### src/hw/rtl/run_length_annotator_unit_assert.svh
// assertion macros for the run-length annotator
`ifndef RUN_LENGTH_ANNOTATOR_UNIT_ASSERT_SVH
`define RUN_LENGTH_ANNOTATOR_UNIT_ASSERT_SVH

// same-cycle implication, disabled in reset
`define RLA_ASSERT_NOW(label, ante, cons, msg) \
	label: assert property (@(posedge clk) disable iff (!arst_n) (ante) |-> (cons)) \
		else $error(msg);

// next-cycle implication, disabled in reset
`define RLA_ASSERT_NEXT(label, ante, cons, msg) \
	label: assert property (@(posedge clk) disable iff (!arst_n) (ante) |=> (cons)) \
		else $error(msg);

`endif

### src/hw/rtl/rla_pkg.sv
// shared types and constants of the run-length annotator
package rla_pkg;

	localparam int RUN_QUEUE_DEPTH = 64;
	localparam int LONG_RUN_LIMIT  = 63;

	localparam int QPTR_W = $clog2(RUN_QUEUE_DEPTH);
	localparam int QCNT_W = $clog2(RUN_QUEUE_DEPTH + 1);
	localparam int QSUM_W = QCNT_W + 1;

	localparam int RUN_W = 24;
	localparam int POS_W = 25;
	localparam int SYM_W = 8;

	localparam logic [RUN_W-1:0] MAX_RUN = 24'hFFFFFF;
	localparam logic [POS_W-1:0] MAX_POS = 25'h1FFFFFF;

	localparam logic [7:0] WORD_FLAG  = 8'h40;
	localparam logic [7:0] SHORT_FLAG = 8'h80;

	typedef enum logic [1:0] {
		CMD_PUSH   = 2'd0,
		CMD_FINISH = 2'd1,
		CMD_PULL   = 2'd2,
		CMD_NONE   = 2'd3
	} cmd_t;

endpackage

### src/hw/rtl/run_length_annotator_unit.sv
// run-length annotator: run detection, run queue and encoded entry output
//
// Every item (push, finish or pull) is taken into an input register and
// fully handled there, so the unit sustains one item per clock unless a pull waits.
// A pull loads the output register; the input side only waits when a pull
// sits in the input register while the output register is full and stalled.
// Closed runs are kept in a 64-entry queue memory with one write port and a
// registered read of the next head entry, bypassed when that entry is written
// in the same cycle; the single separator entry holds a queue slot but lives
// in a register. No clearing pass is needed after reset.
`include "run_length_annotator_unit_assert.svh"

module run_length_annotator_unit
	import rla_pkg::*;
(
	input  logic             clk,
	input  logic             arst_n,
	input  logic             in_valid,
	output logic             in_stall,
	input  logic [1:0]       command,
	input  logic [7:0]       data_byte,
	output logic             out_valid,
	input  logic             out_stall,
	output logic [7:0]       entry_byte,
	output logic             available,
	output logic             is_last,
	output logic             overflow,
	input  logic             cfg_valid,
	output logic             cfg_ready,
	input  logic [RUN_W-1:0] cfg_data
);

	function automatic logic [QPTR_W-1:0] slot_at(input logic [QPTR_W-1:0] head,
			input logic [QCNT_W-1:0] cnt);
		logic [QSUM_W-1:0] sum;
		sum = QSUM_W'(head) + QSUM_W'(cnt);
		if (sum >= QSUM_W'(RUN_QUEUE_DEPTH))
			sum = sum - QSUM_W'(RUN_QUEUE_DEPTH);
		return sum[QPTR_W-1:0];
	endfunction

	// input stage
	logic             valid_s1;
	cmd_t             cmd_s1;
	logic [SYM_W-1:0] byte_s1;
	logic             fire_s1;

	// block state
	logic [RUN_W-1:0]  sentinel_q;
	logic [SYM_W-1:0]  sym_q, sym_d;
	logic [RUN_W-1:0]  run_q, run_d;
	logic [POS_W-1:0]  pos_q, pos_d;
	logic [QCNT_W-1:0] cnt_q, cnt_d;
	logic [QPTR_W-1:0] head_q, head_d;
	logic [RUN_W-1:0]  emit_q, emit_d;
	logic [1:0]        wbi_q, wbi_d;
	logic              fin_q, fin_d;
	logic              sepf_q, sepf_d;
	logic              ovf_q, ovf_d;
	logic              sep_in_q, sep_in_d;
	logic [QPTR_W-1:0] sep_idx_q, sep_idx_d;

	// queue memory
	logic [RUN_W-1:0]  run_queue_q [RUN_QUEUE_DEPTH];
	logic [RUN_W-1:0]  rdata_q;
	logic              byp_q;
	logic [RUN_W-1:0]  byp_data_q;
	logic              wr_en;
	logic [QPTR_W-1:0] wr_addr;
	logic [RUN_W-1:0]  wr_data;
	logic [RUN_W-1:0]  head_val;

	// results
	logic       out_valid_q;
	logic [7:0] entry_byte_q;
	logic       available_q, is_last_q, overflow_q;
	logic [7:0] res_byte;
	logic       res_avail, res_last;

	logic             enq_run, enq_sep;
	logic [RUN_W-1:0] enq_val;
	logic [RUN_W-1:0] emit_v;
	logic [1:0]       wbi_v;
	logic [5:0]       digit;

	assign cfg_ready  = 1'b1;
	assign fire_s1    = valid_s1 && (cmd_s1 != CMD_PULL || !out_valid_q || !out_stall);
	assign in_stall   = valid_s1 && !fire_s1;
	assign out_valid  = out_valid_q;
	assign entry_byte = entry_byte_q;
	assign available  = available_q;
	assign is_last    = is_last_q;
	assign overflow   = overflow_q;

	assign head_val = (sep_in_q && head_q == sep_idx_q) ? RUN_W'(1) :
		(byp_q ? byp_data_q : rdata_q);

	always_comb begin
		sym_d     = sym_q;
		run_d     = run_q;
		pos_d     = pos_q;
		cnt_d     = cnt_q;
		head_d    = head_q;
		emit_d    = emit_q;
		wbi_d     = wbi_q;
		fin_d     = fin_q;
		sepf_d    = sepf_q;
		ovf_d     = ovf_q;
		sep_in_d  = sep_in_q;
		sep_idx_d = sep_idx_q;
		enq_run   = 1'b0;
		enq_val   = run_q;
		enq_sep   = 1'b0;
		wr_en     = 1'b0;
		wr_addr   = slot_at(head_q, cnt_q);
		wr_data   = run_q;
		res_byte  = 8'd0;
		res_avail = 1'b0;
		res_last  = 1'b0;
		emit_v    = emit_q;
		wbi_v     = wbi_q;
		digit     = 6'd0;

		if (fire_s1) begin
			case (cmd_s1)
				CMD_PUSH: begin
					if (!fin_q) begin
						if (!sepf_q && pos_q == POS_W'(sentinel_q)) begin
							enq_run = (run_q != '0);
							enq_sep = 1'b1;
							sym_d   = byte_s1;
							run_d   = RUN_W'(1);
						end else if (run_q != '0 && byte_s1 == sym_q) begin
							if (run_q == MAX_RUN) begin
								ovf_d   = 1'b1;
								enq_run = 1'b1;
								run_d   = RUN_W'(1);
							end else begin
								run_d = run_q + RUN_W'(1);
							end
						end else begin
							enq_run = (run_q != '0);
							sym_d   = byte_s1;
							run_d   = RUN_W'(1);
						end
						if (pos_q != MAX_POS)
							pos_d = pos_q + POS_W'(1);
					end
				end
				CMD_FINISH: begin
					if (!fin_q) begin
						enq_run = (run_q != '0);
						enq_sep = !sepf_q;
						run_d   = '0;
						fin_d   = 1'b1;
					end
				end
				CMD_PULL: begin
					if (emit_q == '0 && cnt_q != '0) begin
						emit_v = head_val;
						wbi_v  = 2'd0;
						cnt_d  = cnt_q - QCNT_W'(1);
						if (sep_in_q && head_q == sep_idx_q)
							sep_in_d = 1'b0;
						if (head_q == QPTR_W'(RUN_QUEUE_DEPTH - 1))
							head_d = '0;
						else
							head_d = head_q + QPTR_W'(1);
					end
					emit_d = emit_v;
					wbi_d  = wbi_v;
					if (emit_v != '0) begin
						res_avail = 1'b1;
						if (emit_v >= RUN_W'(LONG_RUN_LIMIT) || wbi_v != 2'd0) begin
							case (wbi_v)
								2'd0:    digit = emit_v[5:0];
								2'd1:    digit = emit_v[11:6];
								2'd2:    digit = emit_v[17:12];
								default: digit = emit_v[23:18];
							endcase
							res_byte = {2'b00, digit};
							if (wbi_v == 2'd0)
								res_byte = res_byte | WORD_FLAG;
							if (wbi_v == 2'd3) begin
								wbi_d  = 2'd0;
								emit_d = emit_v - RUN_W'(4);
							end else begin
								wbi_d = wbi_v + 2'd1;
							end
						end else begin
							res_byte = SHORT_FLAG | {2'b00, emit_v[5:0]};
							emit_d   = emit_v - RUN_W'(1);
						end
						res_last = fin_q && cnt_d == '0 && emit_d == '0;
					end
				end
				default: begin
				end
			endcase
		end

		// closed run into the memory, then the separator into its own slot
		if (enq_run) begin
			if (cnt_d < QCNT_W'(RUN_QUEUE_DEPTH)) begin
				wr_en   = 1'b1;
				wr_addr = slot_at(head_q, cnt_d);
				wr_data = enq_val;
				cnt_d   = cnt_d + QCNT_W'(1);
			end else begin
				ovf_d = 1'b1;
			end
		end
		if (enq_sep) begin
			sepf_d = 1'b1;
			if (cnt_d < QCNT_W'(RUN_QUEUE_DEPTH)) begin
				sep_in_d  = 1'b1;
				sep_idx_d = slot_at(head_q, cnt_d);
				cnt_d     = cnt_d + QCNT_W'(1);
			end else begin
				ovf_d = 1'b1;
			end
		end
	end

	always_ff @(posedge clk) begin
		if (wr_en)
			run_queue_q[wr_addr] <= wr_data;
		rdata_q    <= run_queue_q[head_d];
		byp_data_q <= wr_data;
		if (in_valid && !in_stall) begin
			cmd_s1  <= cmd_t'(command);
			byte_s1 <= data_byte;
		end
		if (fire_s1 && cmd_s1 == CMD_PULL) begin
			entry_byte_q <= res_byte;
			available_q  <= res_avail;
			is_last_q    <= res_last;
			overflow_q   <= ovf_d;
		end
	end

	always_ff @(posedge clk or negedge arst_n) begin
		if (!arst_n) begin
			valid_s1    <= 1'b0;
			out_valid_q <= 1'b0;
			byp_q       <= 1'b0;
			sentinel_q  <= '0;
			sym_q       <= '0;
			run_q       <= '0;
			pos_q       <= '0;
			cnt_q       <= '0;
			head_q      <= '0;
			emit_q      <= '0;
			wbi_q       <= '0;
			fin_q       <= 1'b0;
			sepf_q      <= 1'b0;
			ovf_q       <= 1'b0;
			sep_in_q    <= 1'b0;
			sep_idx_q   <= '0;
		end else begin
			if (in_valid && !in_stall)
				valid_s1 <= 1'b1;
			else if (fire_s1)
				valid_s1 <= 1'b0;
			if (fire_s1 && cmd_s1 == CMD_PULL)
				out_valid_q <= 1'b1;
			else if (!out_stall)
				out_valid_q <= 1'b0;
			byp_q <= wr_en && wr_addr == head_d;
			if (cfg_valid && cfg_ready)
				sentinel_q <= cfg_data;
			sym_q     <= sym_d;
			run_q     <= run_d;
			pos_q     <= pos_d;
			cnt_q     <= cnt_d;
			head_q    <= head_d;
			emit_q    <= emit_d;
			wbi_q     <= wbi_d;
			fin_q     <= fin_d;
			sepf_q    <= sepf_d;
			ovf_q     <= ovf_d;
			sep_in_q  <= sep_in_d;
			sep_idx_q <= sep_idx_d;
		end
	end

	`RLA_ASSERT_NOW(a_cnt_bound, 1'b1, cnt_q <= QCNT_W'(RUN_QUEUE_DEPTH), "queue count past depth")
	`RLA_ASSERT_NOW(a_sep_flag, sep_in_q, sepf_q, "separator queued without its flag")
	`RLA_ASSERT_NOW(a_last_avail, out_valid_q && is_last_q, available_q && fin_q,
		"last byte without data or before finish")
	`RLA_ASSERT_NEXT(a_fin_sticky, fin_q, fin_q, "finish flag cleared")

endmodule

### config.mk
export PLATFORM = sky130hd
export DESIGN_NAME = run_length_annotator_unit
export DESIGN_NICKNAME = d
export VERILOG_FILES = /design/src/hw/rtl/rla_pkg.sv /design/src/hw/rtl/run_length_annotator_unit.sv
export VERILOG_INCLUDE_DIRS = /design/src /design/src/hw/rtl
export SDC_FILE = /design/constraint.sdc
export NUM_CORES = 2
export LEC_CHECK = 0
export ABC_CLOCK_PERIOD_IN_PS = 6050
export BUFFER_PORTS_ARGS = -buffer_cell sky130_fd_sc_hd__buf_2
export CAP_MARGIN = 20
export CORE_ASPECT_RATIO = 1.25
export CORE_MARGIN = 2
export CORE_UTILIZATION = 55
export DETAILED_ROUTE_END_ITERATION = 8
export GPL_ROUTABILITY_DRIVEN = 0
export PLACE_DENSITY = 0.71
export SLEW_MARGIN = 0
export SYNTH_ARGS = -nofsm -noshare
export SYNTH_HDL_FRONTEND = slang
export SYNTH_SLANG_ARGS = --single-unit
### constraint.sdc
create_clock -name clk -period 6.05 [get_ports clk]
set_input_delay 0 -clock clk [delete_from_list [all_inputs] [get_ports clk]]
set_output_delay 0 -clock clk [all_outputs]
set_load 0.005 [all_outputs]
==> impl_metrics.tcl <==
set metrics [dict create \
    timing.rr.start "emit_q[13]" \
    clock_latency_ns 0.80 \
    area_delta_synth_final_pct 12.59 \
    fin_cells 7553 \
    worst_slew_pin_slew_ns 1.163 \
    crit_path_max_fanout 21 \
    ys_seq_area_share_pct 71.36 \
    path_cells "nor3_2 -> nand4_1 -> nor4_4 -> buf_4 -> nand2_1 -> xnor2_1 -> ha_1 -> a21oi_1 -> o21bai_1 -> a21oi_1 -> xnor2_1 -> mux2i_1 -> xnor2_1 -> nand2_1 -> nor2_2 -> buf_4" \
    ir_drop_mv 0.2937 \
    p_per_area_nw_per_um2 376.0 \
    firstDrtPassIters 7 \
    ys_ff_latch 1738 \
    dr_total_vias 46670 \
    p_int_mw 20.87 \
    crit_slowest_cell "xnor2_1" \
    worstPathRequired_ns 6.51 \
    rsz0062_at_grt "no" \
    crit_family "simple AND/OR/NAND/NOR gates" \
    cp.depth 16 \
    ant_nets 0 \
    cts_setup_buffers 0 \
    cts.path.max_buffers 3 \
    seqPwrFrac_pct 44.3 \
    max_stage_delay_ns 0.54 \
    drc_errors 0 \
    switching_share_pct 31.10 \
    comb_power_share_pct 23.4 \
    wl_um 190500 \
    maxCapViolCount 0 \
    dpl.cell_count 7154 \
    reg2reg_to "run_queue_q[45][19]" \
    grt_use_total_pct 28.37 \
    finalSetupViolCount 0 \
    num_rows 147 \
    grt-ovfl-total 0 \
    vias_per_cell 6.179 \
    status "completed" \
    finalSetupTns_ns 0 \
    cp.buffers_inverters 2 \
    initial_utilization_pct 55.56 \
    start_kind "register" \
    synthArstFlopShare_pct 7.652 \
    relSlewSlack_pct 21.77 \
    r2r_slack_ns 0.40 \
    ys_warn_count 0 \
    core_um2 128700 \
    cts_tree "done" \
    syn_area_um2 71530 \
    ff2ff_path_depth 16 \
    avgSynthCellArea_um2 12.89 \
    drt_iter0_drc 6699 \
    period_needed_ns 5.650 \
    cp.arrival_ns 6.11 \
    antenna_found_initial 10 \
    ios 53 \
    cp-end-kind "register" \
    synth_edf_count 1557 \
    nets 5779 \
    clockRootBuffer "clkbuf_16" \
    yosysUniqueCellTypes 86 \
    max_freq_ghz 0.1770 \
    critPathCapture "run_queue_q[45][19]" \
    grt_max_degree 157 \
    layout-drive-gt1-share_pct 11.05 \
    die_height_um 407.2 \
    clock_sinks 1738 \
    totalPowerFinal_mw 30.28 \
    cp_common_cell "xnor2_1" \
    period_share_pct 93.39 \
    finalHoldViolCount 0 \
    syn-num-nets 5625 \
    cts_buffers 160 \
    h-tree-depth 4 \
    dp_hpwl_um 108100 \
    crit_start "emit_q[13]" \
    clk_pin_slew_worst_paths_ns 0.08 \
    slew_viol_final 0 \
    place_area_um2 74430 \
    grt_pass1_vias 44880 \
    grt_first_pass_wirelength_um 281900 \
    die_x_um 326.6 \
    io_buffers 51 \
    crit_type "register to register" \
    leakagePower_nw 28.98 \
    post_drt_wl_per_cell_um 25.22 \
    final_area_um2 80540 \
    synth_flop_cell "edfxtp_1" \
    synth_cells 5551 \
    worst_clock_skew_ns 0.02248 \
    clkPwrFrac_pct 32.3 \
    p_sw_mw 9.419 \
    dieArea_um2 133000 \
    hp-class "input port to async pin" \
]
## placed cells by master (no fill, tap or decap), types with 37 or more instances in the layout
cell	n
edfxtp_1	1557
nor2_1	99
a32oi_1	49
mux2i_1	165
a31oi_1	146
buf_2	50
and3_1	155
clkbuf_16	163
nor2_2	65
dfxtp_1	48
nor3_1	38
dlygate4sd3_1	99
a221oi_1	49
nand3_1	569
mux2_2	55
a21oi_1	40
buf_4	147
dfrtp_1	108
o21ai_0	59
a32o_1	50
inv_1	37
nand2_1	1446
xor2_1	54
xnor2_1	80
## power groups by stage
stage | Sequential (mW) | Clock (mW) | Combinational (mW)
4_1_cts | 13.4 | 9.87 | 6.92
3_3_place_gp | 13.6 | 0 | 6.76
2_1_floorplan | 13.6 | 0 | 4.39
5_1_grt | 13.4 | 10.3 | 7.51
3_5_place_dp | 13.6 | 0 | 6.81
6_report | 13.4 | 9.78 | 7.10
## tightest hold or removal path: stages
cell,delay [ns]
dlygate4sd3_1,0.51
dlygate4sd3_1,0.56
buf_6,0.13
buf_16,0.29
## worst min path at each step
stage                start         end  slack, ns  cells after the start
finish              arst_n  emit_q[10]       0.30                      4
detailed placement  arst_n  emit_q[22]       0.03                      1
global route        arst_n  emit_q[10]       0.36                      4
global placement    arst_n  emit_q[20]       0.02                      1
CTS                 arst_n  emit_q[10]       0.28                      4
floorplan           arst_n       byp_q      -0.30                      0
## cells by family after synthesis
kind of cell	after synthesis	synth area share, %
AOI/OAI and AO/OA	528	5.458
xor gates and xnor gates	136	1.676
adders and majority gates	35	0.6437
buffers and inverters	372	2.085
DFF	1738	71.36
muxes	222	3.203
other	1	0.005243
and+or+nand+nor	2519	15.57
## sequential cells by signal (all words and copies together), names as in the netlist, 24 cells and up
name,cells
enq_val,24
run_queue_q,1536
byp_data_q,24
rdata_q,24
pos_q,25
emit_q,24
sentinel_q,24
## synthesized netlist by cell type, types with 49 or more instances
cell type | n | area [µm²]
a32o_1 | 50 | 500.5
dfrtp_1 | 133 | 3328
clkbuf_1 | 247 | 927.1
nand3_1 | 569 | 2848
mux2_2 | 55 | 619.3
buf_2 | 52 | 260.3
a31oi_1 | 146 | 913.4
and3_1 | 155 | 969.7
o21ai_0 | 59 | 295.3
a32oi_1 | 49 | 429.2
nand2_1 | 1446 | 5428
a221oi_1 | 49 | 429.2
nor2_1 | 166 | 623.1
edfxtp_1 | 1557 | 46750
xnor2_1 | 80 | 700.7
mux2i_1 | 167 | 1672
xor2_1 | 55 | 481.7
## area by class of cell
class                           instances  area (µm²)
Sequential cell                      1738       51080
Inverter                               40       165.2
Fill cell                            9380       48210
Clock buffer                          199        4294
Antenna cell                            4       10.01
Tap cell                             1713        2143
Timing Repair Buffer                  324        2887
Clock inverter                         94       753.2
Multi-Input combinational cell       3441       19210
## timing repair
| item | CTS | global route |
|---|---|---|
| gates resized for setup | 0 | 1 |
| hold endpoints to repair | 113 | 0 |
| hold buffers | 100 | 0 |
| endpoints found under the setup margin | 0 | 404 |
## metrics by stage
step | setup slack [ns] | hold WS (ns) | util (%)
after global placement | 0.3758 | 0.02021 | 57.81
after detailed placement | 0.3099 | 0.02803 | 57.81
after global routing | 0.07204 | 0.3592 | 62.55
final | 0.4001 | 0.2987 | 62.55
after floorplan | 0.8017 | -0.2956 | -
after CTS | 0.2853 | 0.2817 | 62.52
## layer usage
metal	vias to the layer above	global-route usage [%]	share of wire, %
li1	20750	-	-
met1	22820	38.24	37
met2	2639	45.24	48
met3	465	4.773	10
met4	2	13.45	4.9
met5	-	0	0.0068
Power figures use the tool's default switching activity.
